### src/pewe_pkg.sv
`default_nettype none

package pewe_pkg;

	// Register map: register i sits at byte address 8*i.
	localparam int unsigned RegIdxW = 3;
	localparam int unsigned AddrW   = 6;
	localparam int unsigned DataW   = 64;

	typedef enum logic [RegIdxW-1:0] {
		REG_FORMAT         = 3'd0,
		REG_CLIP_THRESHOLD = 3'd1,
		REG_ROUND_ENABLE   = 3'd2,
		REG_PALETTE_LOW    = 3'd3,
		REG_PALETTE_HIGH   = 3'd4,
		REG_SIDECAR_BASE   = 3'd5
	} reg_idx_t;

	// Code formats. The spare code behaves like the six-bit format.
	typedef enum logic [1:0] {
		FMT_8BIT = 2'd0,
		FMT_4BIT = 2'd1,
		FMT_6BIT = 2'd2
	} fmt_t;

	localparam int unsigned PalMax  = 16;
	localparam int unsigned PalIdxW = 4;

	localparam logic [31:0] HashMul   = 32'd2654435761;
	localparam logic [31:0] RoundSeed = 32'h9E37_79B9;
	localparam logic [31:0] ClipSeed  = 32'd42;
	localparam logic [31:0] Bf16Bias  = 32'h0000_7FFF;

	// Marks an unused palette slot; larger than any real 8-bit distance.
	localparam logic [8:0] DistNone = 9'h100;

	function automatic logic [31:0] mix32(input logic [31:0] x);
		logic [31:0] y;
		y = x ^ (x << 13);
		y = y ^ (y >> 17);
		y = y ^ (y << 5);
		return y;
	endfunction

endpackage

`default_nettype wire

### src/palette_exponent_weight_encoder_core.sv
// Palette exponent weight encoder. A request (weight_bits, position) is taken at every rising
// edge where start is high; busy is tied low, so a new weight may be issued every cycle and
// the block sustains one weight per clock. Each request produces exactly one result,
// presented on code, exponent_distance, sidecar_flag, sidecar_index and sidecar_value
// for a single cycle with done high. The receiver cannot stall the block: a result that
// is not captured in that cycle is gone. The pipeline has five register stages: input
// capture, the 32-bit hash multiply, hashing plus clipping and stochastic rounding, the
// sixteen palette distances, and the minimum search that feeds the result register.
// Configuration goes through the APB port with 64-bit data, register i at byte address
// 8*i; write it only while no request is in flight.
`default_nettype none

module palette_exponent_weight_encoder_core (
	input  wire logic                        clk,
	input  wire logic                        arst_n,
	// Request side
	input  wire logic                        start,
	output logic                             busy,
	input  wire logic [31:0]                 weight_bits,
	input  wire logic [31:0]                 position,
	// Result side
	output logic                             done,
	output logic [7:0]                       code,
	output logic [7:0]                       exponent_distance,
	output logic                             sidecar_flag,
	output logic [31:0]                      sidecar_index,
	output logic [15:0]                      sidecar_value,
	// Configuration port
	input  wire logic                        psel,
	input  wire logic                        penable,
	input  wire logic                        pwrite,
	input  wire logic [pewe_pkg::AddrW-1:0]  paddr,
	input  wire logic [pewe_pkg::DataW-1:0]  pwdata,
	output logic [pewe_pkg::DataW-1:0]       prdata,
	output logic                             pready
);

	// ------------------------------------------------------------------
	// Configuration registers
	// ------------------------------------------------------------------
	logic [1:0]  format_q;
	logic [7:0]  clip_threshold_q;
	logic        round_enable_q;
	logic [63:0] palette_low_q;
	logic [63:0] palette_high_q;
	logic [31:0] sidecar_base_q;

	logic                           cfg_wr;
	logic [pewe_pkg::RegIdxW-1:0]   cfg_idx;

	assign pready  = 1'b1;
	assign cfg_wr  = psel & penable & pwrite & pready;
	assign cfg_idx = paddr[pewe_pkg::AddrW-1:pewe_pkg::AddrW-pewe_pkg::RegIdxW];

	always_ff @(posedge clk or negedge arst_n) begin
		if (!arst_n) begin
			format_q         <= 2'd0;
			clip_threshold_q <= 8'd0;
			round_enable_q   <= 1'b1;
			palette_low_q    <= 64'd0;
			palette_high_q   <= 64'd0;
			sidecar_base_q   <= 32'd0;
		end else if (cfg_wr) begin
			case (cfg_idx)
				pewe_pkg::REG_FORMAT:         format_q         <= pwdata[1:0];
				pewe_pkg::REG_CLIP_THRESHOLD: clip_threshold_q <= pwdata[7:0];
				pewe_pkg::REG_ROUND_ENABLE:   round_enable_q   <= pwdata[0];
				pewe_pkg::REG_PALETTE_LOW:    palette_low_q    <= pwdata;
				pewe_pkg::REG_PALETTE_HIGH:   palette_high_q   <= pwdata;
				pewe_pkg::REG_SIDECAR_BASE:   sidecar_base_q   <= pwdata[31:0];
				default: ;
			endcase
		end
	end

	always_comb begin
		case (cfg_idx)
			pewe_pkg::REG_FORMAT:         prdata = {62'd0, format_q};
			pewe_pkg::REG_CLIP_THRESHOLD: prdata = {56'd0, clip_threshold_q};
			pewe_pkg::REG_ROUND_ENABLE:   prdata = {63'd0, round_enable_q};
			pewe_pkg::REG_PALETTE_LOW:    prdata = palette_low_q;
			pewe_pkg::REG_PALETTE_HIGH:   prdata = palette_high_q;
			pewe_pkg::REG_SIDECAR_BASE:   prdata = {32'd0, sidecar_base_q};
			default:                      prdata = 64'd0;
		endcase
	end

	// Format decode. The spare format code is handled as the six-bit format.
	// Masks and steps cover the mantissa bits that the code drops.
	logic [15:0] trunc_mask;
	logic [15:0] drop_step;
	logic [15:0] pal_used;

	always_comb begin
		case (format_q)
			pewe_pkg::FMT_8BIT: begin
				trunc_mask = 16'h000F;
				drop_step  = 16'h0010;
				pal_used   = 16'hFFFF;
			end
			pewe_pkg::FMT_4BIT: begin
				trunc_mask = 16'h003F;
				drop_step  = 16'h0040;
				pal_used   = 16'h000F;
			end
			default: begin
				trunc_mask = 16'h001F;
				drop_step  = 16'h0020;
				pal_used   = 16'h00FF;
			end
		endcase
	end

	// ------------------------------------------------------------------
	// Stage 1: request capture. There is no back pressure, so a request
	// is accepted whenever start is high.
	// ------------------------------------------------------------------
	logic        accept;
	logic        valid_s1;
	logic [31:0] weight_s1;
	logic [31:0] position_s1;

	assign busy   = 1'b0;
	assign accept = start & ~busy;

	always_ff @(posedge clk or negedge arst_n) begin
		if (!arst_n) begin
			valid_s1 <= 1'b0;
		end else begin
			valid_s1 <= accept;
		end
	end

	always_ff @(posedge clk) begin
		if (accept) begin
			weight_s1   <= weight_bits;
			position_s1 <= position;
		end
	end

	// ------------------------------------------------------------------
	// Stage 2: hash multiply, BF16 round to nearest even, sidecar index.
	// ------------------------------------------------------------------
	logic        valid_s2;
	logic [31:0] prod_s2;
	logic [15:0] w_s2;
	logic [31:0] sidx_s2;
	logic [31:0] bf16_sum;

	assign bf16_sum = weight_s1 + pewe_pkg::Bf16Bias + {31'd0, weight_s1[16]};

	always_ff @(posedge clk or negedge arst_n) begin
		if (!arst_n) begin
			valid_s2 <= 1'b0;
		end else begin
			valid_s2 <= valid_s1;
		end
	end

	always_ff @(posedge clk) begin
		if (valid_s1) begin
			prod_s2 <= position_s1 * pewe_pkg::HashMul;
			w_s2    <= bf16_sum[31:16];
			sidx_s2 <= sidecar_base_q + position_s1;
		end
	end

	// ------------------------------------------------------------------
	// Stage 3: soft exponent clip, then stochastic rounding of the bits
	// that the code drops. The rounding add wraps at 16 bits, so a carry
	// may reach the exponent or the sign.
	// ------------------------------------------------------------------
	logic        valid_s3;
	logic [15:0] w_s3;
	logic [31:0] sidx_s3;

	logic [31:0] clip_hash;
	logic [31:0] round_hash;
	logic [8:0]  thr_p1;
	logic [7:0]  e_clip;
	logic [15:0] w_clip;
	logic [15:0] disc;
	logic [15:0] rnd_t;
	logic [15:0] w_trunc;
	logic [15:0] w_round;

	always_comb begin
		clip_hash  = pewe_pkg::mix32(prod_s2 + pewe_pkg::ClipSeed);
		round_hash = pewe_pkg::mix32(prod_s2 + pewe_pkg::RoundSeed);
		thr_p1     = {1'b0, clip_threshold_q} + 9'd1;
		e_clip     = w_s2[14:7];
		if (clip_threshold_q != 8'd0) begin
			if ({1'b0, w_s2[14:7]} > thr_p1) begin
				e_clip = clip_threshold_q;
			end else if ({1'b0, w_s2[14:7]} == thr_p1 && clip_hash[31]) begin
				e_clip = clip_threshold_q;
			end
		end
		w_clip  = {w_s2[15], e_clip, w_s2[6:0]};
		disc    = w_clip & trunc_mask;
		rnd_t   = round_hash[15:0] & trunc_mask;
		w_trunc = w_clip & ~trunc_mask;
		// With no dropped bits set, the truncated word equals the clipped one.
		if (!round_enable_q) begin
			w_round = w_clip;
		end else if (rnd_t < disc) begin
			w_round = w_trunc + drop_step;
		end else begin
			w_round = w_trunc;
		end
	end

	always_ff @(posedge clk or negedge arst_n) begin
		if (!arst_n) begin
			valid_s3 <= 1'b0;
		end else begin
			valid_s3 <= valid_s2;
		end
	end

	always_ff @(posedge clk) begin
		if (valid_s2) begin
			w_s3    <= w_round;
			sidx_s3 <= sidx_s2;
		end
	end

	// ------------------------------------------------------------------
	// Stage 4: distance from the final exponent to every palette entry.
	// Entries outside the active palette get a distance no real one reaches.
	// ------------------------------------------------------------------
	logic        valid_s4;
	logic [15:0] w_s4;
	logic [31:0] sidx_s4;
	logic [8:0]  dist_s4 [pewe_pkg::PalMax];
	logic [8:0]  dist_nx [pewe_pkg::PalMax];
	logic [7:0]  e_fin;

	always_comb begin
		logic [7:0] pent;
		pent  = 8'd0;
		e_fin = w_s3[14:7];
		for (int k = 0; k < pewe_pkg::PalMax; k++) begin
			if (k < 8) begin
				pent = palette_low_q[k*8 +: 8];
			end else begin
				pent = palette_high_q[(k-8)*8 +: 8];
			end
			if (!pal_used[k]) begin
				dist_nx[k] = pewe_pkg::DistNone;
			end else if (e_fin > pent) begin
				dist_nx[k] = {1'b0, e_fin - pent};
			end else begin
				dist_nx[k] = {1'b0, pent - e_fin};
			end
		end
	end

	always_ff @(posedge clk or negedge arst_n) begin
		if (!arst_n) begin
			valid_s4 <= 1'b0;
		end else begin
			valid_s4 <= valid_s3;
		end
	end

	always_ff @(posedge clk) begin
		if (valid_s3) begin
			w_s4    <= w_s3;
			sidx_s4 <= sidx_s3;
			for (int k = 0; k < pewe_pkg::PalMax; k++) begin
				dist_s4[k] <= dist_nx[k];
			end
		end
	end

	// ------------------------------------------------------------------
	// Stage 5: four-level minimum tree. The left (lower index) side wins
	// unless the right side is strictly closer, which gives the lowest
	// index on ties.
	// ------------------------------------------------------------------
	logic [8:0]                   l1_d [8];
	logic [pewe_pkg::PalIdxW-1:0] l1_i [8];
	logic [8:0]                   l2_d [4];
	logic [pewe_pkg::PalIdxW-1:0] l2_i [4];
	logic [8:0]                   l3_d [2];
	logic [pewe_pkg::PalIdxW-1:0] l3_i [2];
	logic [8:0]                   best_d;
	logic [pewe_pkg::PalIdxW-1:0] best_i;
	logic [7:0]                   code_nx;

	always_comb begin
		for (int k = 0; k < 8; k++) begin
			if (dist_s4[2*k+1] < dist_s4[2*k]) begin
				l1_d[k] = dist_s4[2*k+1];
				l1_i[k] = pewe_pkg::PalIdxW'(2*k+1);
			end else begin
				l1_d[k] = dist_s4[2*k];
				l1_i[k] = pewe_pkg::PalIdxW'(2*k);
			end
		end
		for (int k = 0; k < 4; k++) begin
			if (l1_d[2*k+1] < l1_d[2*k]) begin
				l2_d[k] = l1_d[2*k+1];
				l2_i[k] = l1_i[2*k+1];
			end else begin
				l2_d[k] = l1_d[2*k];
				l2_i[k] = l1_i[2*k];
			end
		end
		for (int k = 0; k < 2; k++) begin
			if (l2_d[2*k+1] < l2_d[2*k]) begin
				l3_d[k] = l2_d[2*k+1];
				l3_i[k] = l2_i[2*k+1];
			end else begin
				l3_d[k] = l2_d[2*k];
				l3_i[k] = l2_i[2*k];
			end
		end
		if (l3_d[1] < l3_d[0]) begin
			best_d = l3_d[1];
			best_i = l3_i[1];
		end else begin
			best_d = l3_d[0];
			best_i = l3_i[0];
		end
	end

	// Pack index, sign and kept mantissa bits for the active format.
	always_comb begin
		case (format_q)
			pewe_pkg::FMT_8BIT: code_nx = {best_i, w_s4[15], w_s4[6:4]};
			pewe_pkg::FMT_4BIT: code_nx = {4'd0, best_i[1:0], w_s4[15], w_s4[6]};
			default:            code_nx = {2'd0, best_i[2:0], w_s4[15], w_s4[6:5]};
		endcase
	end

	always_ff @(posedge clk or negedge arst_n) begin
		if (!arst_n) begin
			done <= 1'b0;
		end else begin
			done <= valid_s4;
		end
	end

	always_ff @(posedge clk) begin
		if (valid_s4) begin
			code              <= code_nx;
			exponent_distance <= best_d[7:0];
			sidecar_flag      <= (best_d > 9'd1);
			sidecar_index     <= sidx_s4;
			sidecar_value     <= w_s4;
		end
	end

	// ------------------------------------------------------------------
	// Assertions
	// ------------------------------------------------------------------
	a_latency: assert property (@(posedge clk) disable iff (!arst_n)
		accept |-> ##5 done)
		else $error("accepted request did not produce its result strobe in time");

	a_no_spurious: assert property (@(posedge clk) disable iff (!arst_n)
		!valid_s1 && !valid_s2 && !valid_s3 && !valid_s4 |=> !done)
		else $error("result strobe with an empty pipeline");

	a_fmt4_code: assert property (@(posedge clk) disable iff (!arst_n)
		done && format_q == pewe_pkg::FMT_4BIT |-> code[7:4] == 4'd0)
		else $error("four-bit code has bits above its width");

	a_fmt6_code: assert property (@(posedge clk) disable iff (!arst_n)
		done && format_q != pewe_pkg::FMT_8BIT && format_q != pewe_pkg::FMT_4BIT
		|-> code[7:6] == 2'd0)
		else $error("six-bit code has bits above its width");

	a_flag_dist: assert property (@(posedge clk) disable iff (!arst_n)
		done |-> sidecar_flag == (exponent_distance > 8'd1))
		else $error("sidecar flag disagrees with distance");

endmodule

`default_nettype wire

### config.mk
export PLATFORM = sky130hd
export DESIGN_NAME = palette_exponent_weight_encoder_core
export DESIGN_NICKNAME = d
export VERILOG_FILES = /design/src/pewe_pkg.sv /design/src/palette_exponent_weight_encoder_core.sv
export SDC_FILE = /design/constraint.sdc
export NUM_CORES = 2
export LEC_CHECK = 0
export ABC_CLOCK_PERIOD_IN_PS = 16900
export BUFFER_PORTS_ARGS = -buffer_cell sky130_fd_sc_hd__buf_2
export CORE_UTILIZATION = 35
export CTS_BUF_LIST = sky130_fd_sc_hd__clkbuf_2 sky130_fd_sc_hd__clkbuf_4 sky130_fd_sc_hd__clkbuf_8
export CTS_CLUSTER_DIAMETER = 200
export DETAILED_ROUTE_END_ITERATION = 7
export PLACE_DENSITY_LB_ADDON = 0.15
export SYNTH_ARGS = -nofsm -noshare
export SYNTH_HDL_FRONTEND = slang
export SYNTH_SLANG_ARGS = --single-unit
### constraint.sdc
create_clock -name clk -period 16.9 [get_ports clk]
set_clock_uncertainty 0.1 [all_clocks]
set_input_delay 3.38 -clock clk [delete_from_list [all_inputs] [get_ports clk]]
set_output_delay 3.38 -clock clk [all_outputs]
set_load 0.03 [all_outputs]
======== Word level (Yosys, flattened, before mapping) ========
Memories as Yosys holds them, arrays and structs flattened.
Index checks and enable logic that the tools add are counted.
word-level totals
  bits in writable memories ............... 144
  register bits after elaboration ......... 481
  logic and storage cells ................. 203
  memories ................................ 1
memory list
  memory   words  width  read ports  clocked after Yosys merged registers in  write ports  line                                         RTL
  dist_s4  16     9      16          0                                        16           palette_exponent_weight_encoder_core.sv:235  logic [8:0] dist_s4 [pewe_pkg::PalMax];
cells by class
  equal/unequal tests ..................... 7
  muxes and demuxes ....................... 74
  bitwise operators ....................... 12
  $mul .................................... 1
  add/subtract/negate cells ............... 39
  reductions and logical operators ........ 10
  magnitude comparators ................... 34
operator list
  operator                  number
  $pmux W64 S6              1
  $mux W9                   31
  $sub A8 B8 Y8             32
  $mux W8                   19
  $lt A9 B9 Y1              15
  $gt A8 B8 Y1              16
  $xor A32 B32 Y32          3
  $and A16 B16 Y16          3
  $add A32 B1 Y32           1
  $add A32 B15 Y32 const B  1
  $add A32 B32 Y32          1
  $add A32 B32 Y32 const B  1
  $add A32 B6 Y32 const B   1
  $mul A32 B32 Y32 const B  1
  $mux W16                  2
  $pmux W16 S2              1
  $xor A32 B15 Y32          1
  $mux W4                   7
  $add A16 B16 Y16          1
  $lt A16 B16 Y1            1
  $not A16 Y16              1
  $pmux W8 S2               1
  $xor A16 B15 Y16          1
  $xor A16 B16 Y16          1
  other kinds (17)          34

======== Depth between registers and ports, before layout ========
  word-level depth ........................ 12
  mapped depth ............................ 43

======== Worst setup path before layout ========
Ideal clock, no wire load.
  path type ............................... register to register
  start point ............................. memory dist_s4[7][4] (netlist: dist_s4[0][67])
  end point ............................... register sidecar_flag, data pin
  required time ........................... 16532 ps
  cell stages (with the launch flop) ...... 38
  setup time .............................. 268 ps
  arrival ................................. 8140 ps
  buffers on the path ..................... 4
  slack ................................... 8392 ps
  cell sequence ........................... edfxtp_1 -> ha_1 -> a21o_1 -> a2111oi_0 -> o21ai_1 -> o21ai_1 -> clkbuf_1 -> o21ai_0 -> ha_1 -> and4_1 -> nand2_1 -> or3_1 -> o2111ai_2 -> clkbuf_1 -> nor2_1 -> a21oi_1 -> ha_1 -> and3_1 -> [2 not listed] -> a2111oi_0 -> a21oi_2 -> o31ai_4 -> buf_6 -> mux2i_1 -> ha_1 -> a21o_1 -> a21o_1 -> a21o_1 -> a21o_1 -> a21o_1 -> a21o_1 -> a21oi_1 -> o21a_1 -> a41oi_4 -> buf_2 -> o32ai_2 -> nand4b_1
RTL lines
  what                  line                                         RTL
  from (decl)           palette_exponent_weight_encoder_core.sv:235
  to (signal assigned)  palette_exponent_weight_encoder_core.sv:350  sidecar_flag <= (best_d > 9'd1);
  to (decl)             palette_exponent_weight_encoder_core.sv:25   output logic sidecar_flag,

==> metrics <==
Synth top area share=27.8%; final setup violation count=0; Mapped Cells=~4,400; yosys synthesis warning count=0; Worst-Margin Slew=between 1 and 1.5 ns; sequential area share after synthesis=37.2%; final hold violation count=0; largest net degree at the start of global routing=171; Layout area overhead=13.3%; main area contributors after synthesis=edfxtp_1 (28%), ha_1 (16%), fa_1 (10%); DP HPWL=106,000 µm; CTS tree=yes; first-pass GRT wire length=210,000 µm; setup TNS=0 ns; crit path time final=10.34 ns; CTS Buf Count=about 120; most flop-heavy register=dist_s4; placer congestion estimate=0.878; Routed Antenna Nets=0; biggest regs=dist_s4 (130), palette_high_q (64), palette_low_q (64); cell mode on critical path=a21o_1; max-cap viol count=0; combined area of the multi-input logic cells=between 20,000 and 30,000 µm²; fraction of registers with async set or reset after synthesis=28.8%; Filler Cells Inserted=between 10,000 and 15,000; post-DR vias/cell=5.04; Worst EP required=17.38 ns; via count=33,300; adder-cell share of the synthesized area=around a quarter; Final Cell Area=53,300 µm²; crit path max fanout=19; placed cell area=50,500 µm²; Clk Latency, worst-skew pair=0.85 ns; WS Path Type=flop to flop; initial core utilization=35.3%; drt first pass iters=5; WL final=around 140,000 µm; max FFs per register=130; layout net count=5,700; wire length per cell=21.2 µm; layout cells sized above 1=13.9%; mapped cell area=between 40,000 and 50,000 µm²; distinct cell type count after synthesis=91; EDFF count, synth=435; RSZ-0062 raised after global routing=no; Largest stage delay, worst path=roughly 0.62 ns; Total Routing Usage GR=20.6%; Avg Cell Area, Syn=approximately 11 µm²; CTS resizes=0; Slew Limit Headroom=a little over a quarter; DIE WIDTH=368 µm; Hold WC Path Type=flop to flop; flip-flop and latch count after synthesis=611; CP arrival=10.82 ns; I/O pin count=about 270; DRC Markers=0; Clock Path Buffers=3; largest area contributor in the netlist=edfxtp_1; Max Fclk=~0.097 GHz; Sequential Area=17,500 µm²; Slew Viols, Final=0; chip height=368 µm; Worst path slowest cell=o31ai_4; final worst path period share=61.2%; clock-pin slew on the worst setup and hold paths=0.06 ns; # rows=134; Synth Area in Simple Gates=between 7 and 8%; post-synthesis xor/xnor area fraction=4.23%; GRT overflow=0; root cell of the clock tree=clkbuf_8; H-Tree Depth=3; Die ar.=~140,000 µm²; complex-gate fraction of the synthesized area=13.0%; hold_buf cts=0; PortBufs=266; status=finished clean; Worst setup SP type=flop; Top FF cell, synth=edfxtp_1; vias in the first global route=34,300; Post-CTS Setup Inserts=0; area of the core=133,000 µm²; DR iter-0 viols=1,818; post-synthesis mux area share=under 10%; initial antenna violation count=21; CTS sink count=611; crit end category=flop; largest family of logic cells by synthesized area=adder cells
cells by family after synthesis:
group / after synthesis
compound gates: 939
xor+xnor: 227
fa+ha+maj: 824
buf+inv: 763
flops: 611
mux: 262
other cells: 2
simple gates: 784
placed cells by master, fill, tap and decap left out, types with 17 or more instances in the layout:
master and count:
clkinv_1 26, mux2i_1 172, clkbuf_4 30, mux2_2 87, nand2b_1 23, buf_2 264
nand2_1 288, o21ai_0 289, fa_1 238, a21boi_0 17, nor3_1 28, nor2_1 201
nand4_1 44, a21oi_1 195, buf_4 55, ha_1 586, dfrtp_1 171, a211oi_1 35
clkbuf_8 132, nand3_1 47, nor2b_1 55, o211ai_1 26, o21bai_1 28, inv_1 637
a21o_1 95, o21a_1 43, a22o_1 33, edfxtp_1 435, and2_1 20, xor2_1 58
xnor2_1 169
path summary, 6_finish.rpt:
| path | cells after the start | endpoint | from | slack, ns |
|---|---|---|---|---|
| worst max register to register | 33 | code[3]$_DFFE_PP_ | dist_s4[0][67]$_SDFFCE_PP0P_ | 6.56 |
| max in group asynchronous | 3 | palette_low_q[28]$_DFFE_PN0P_ | arst_n | 12.18 |
| worst min-delay path | 0 | sidx_s3[18]$_DFFE_PP_ | sidx_s2[18]$_DFFE_PP_ | 0.30 |
| worst max-delay path | 33 | code[3]$_DFFE_PP_ | dist_s4[0][67]$_SDFFCE_PP0P_ | 6.56 |
| min in group asynchronous | 1 | palette_low_q[63]$_DFFE_PN0P_ | arst_n | 2.44 |
| worst min register to register | 0 | sidx_s3[18]$_DFFE_PP_ | sidx_s2[18]$_DFFE_PP_ | 0.30 |
cell usage after synthesis, types with 10 or more instances:
| library cell | count |
|---|---|
| nand2_1 | 288 |
| and3_1 | 11 |
| o21ai_1 | 16 |
| clkbuf_1 | 92 |
| o21ai_0 | 289 |
| o2111ai_1 | 13 |
| buf_1 | 12 |
| a221oi_1 | 10 |
| and4_1 | 10 |
| and2_1 | 20 |
| a211oi_1 | 35 |
| or2_2 | 11 |
| nor3_1 | 30 |
| nand2b_1 | 23 |
| nand4_1 | 44 |
| fa_1 | 238 |
| o211ai_1 | 26 |
| nor2b_1 | 55 |
| mux2i_1 | 172 |
| nand3_1 | 47 |
| a22o_1 | 33 |
| mux2_2 | 87 |
| ha_1 | 586 |
| o21bai_1 | 28 |
| o21a_1 | 43 |
| a21oi_1 | 195 |
| xnor2_1 | 169 |
| a21boi_0 | 17 |
| a21o_1 | 95 |
| o211a_1 | 10 |
| inv_1 | 643 |
| edfxtp_1 | 435 |
| nor2_1 | 203 |
| o22ai_1 | 13 |
| xor2_1 | 58 |
| a31oi_1 | 14 |
| dfrtp_1 | 175 |
critical path: cells and delay by family, from the launching register on:
family	cells	cell delay (ns)
buf+inv	1	0.09
mux	2	1.02
compound gates	24	6.94
fa+ha+maj	4	1.25
simple gates	2	0.26
flops	1	0.42
per-stage QoR:
step / utilization, % / std cells / setup WS (ns) / hold slack, ns
after floorplan: - / 4413 / 8.39 / 0.300
after global placement: 37.9 / 6383 / 6.76 / 0.302
after detailed placement: 37.9 / 6383 / 6.70 / 0.305
after CTS: 39.9 / 6609 / 6.64 / 0.308
after global routing: 40.0 / 6612 / 5.68 / 0.316
final: 40.0 / 6615 / 6.56 / 0.299
layout make-up:
cell class	count	area share, %
Antenna cell	6	0.0282
Multi-Input combinational cell	3039	50.0
Tap cell	1768	4.15
Clock inverter	65	1.29
Timing Repair Buffer	321	3.32
Inverter	644	4.54
Clock buffer	161	3.81
Sequential cell	611	32.8
routing by layer:
layer	global-route usage (%)	routed length, µm	part of all wire, %
met2	35.1	67600	48
met3	2.71	5870	4.2
met5	0	72	0.051
met1	26.7	62500	45
met4	7.01	4150	3.0
Power is not shown: default switching activity piles up to over one toggle a cycle in this logic, so the estimate is an artifact.
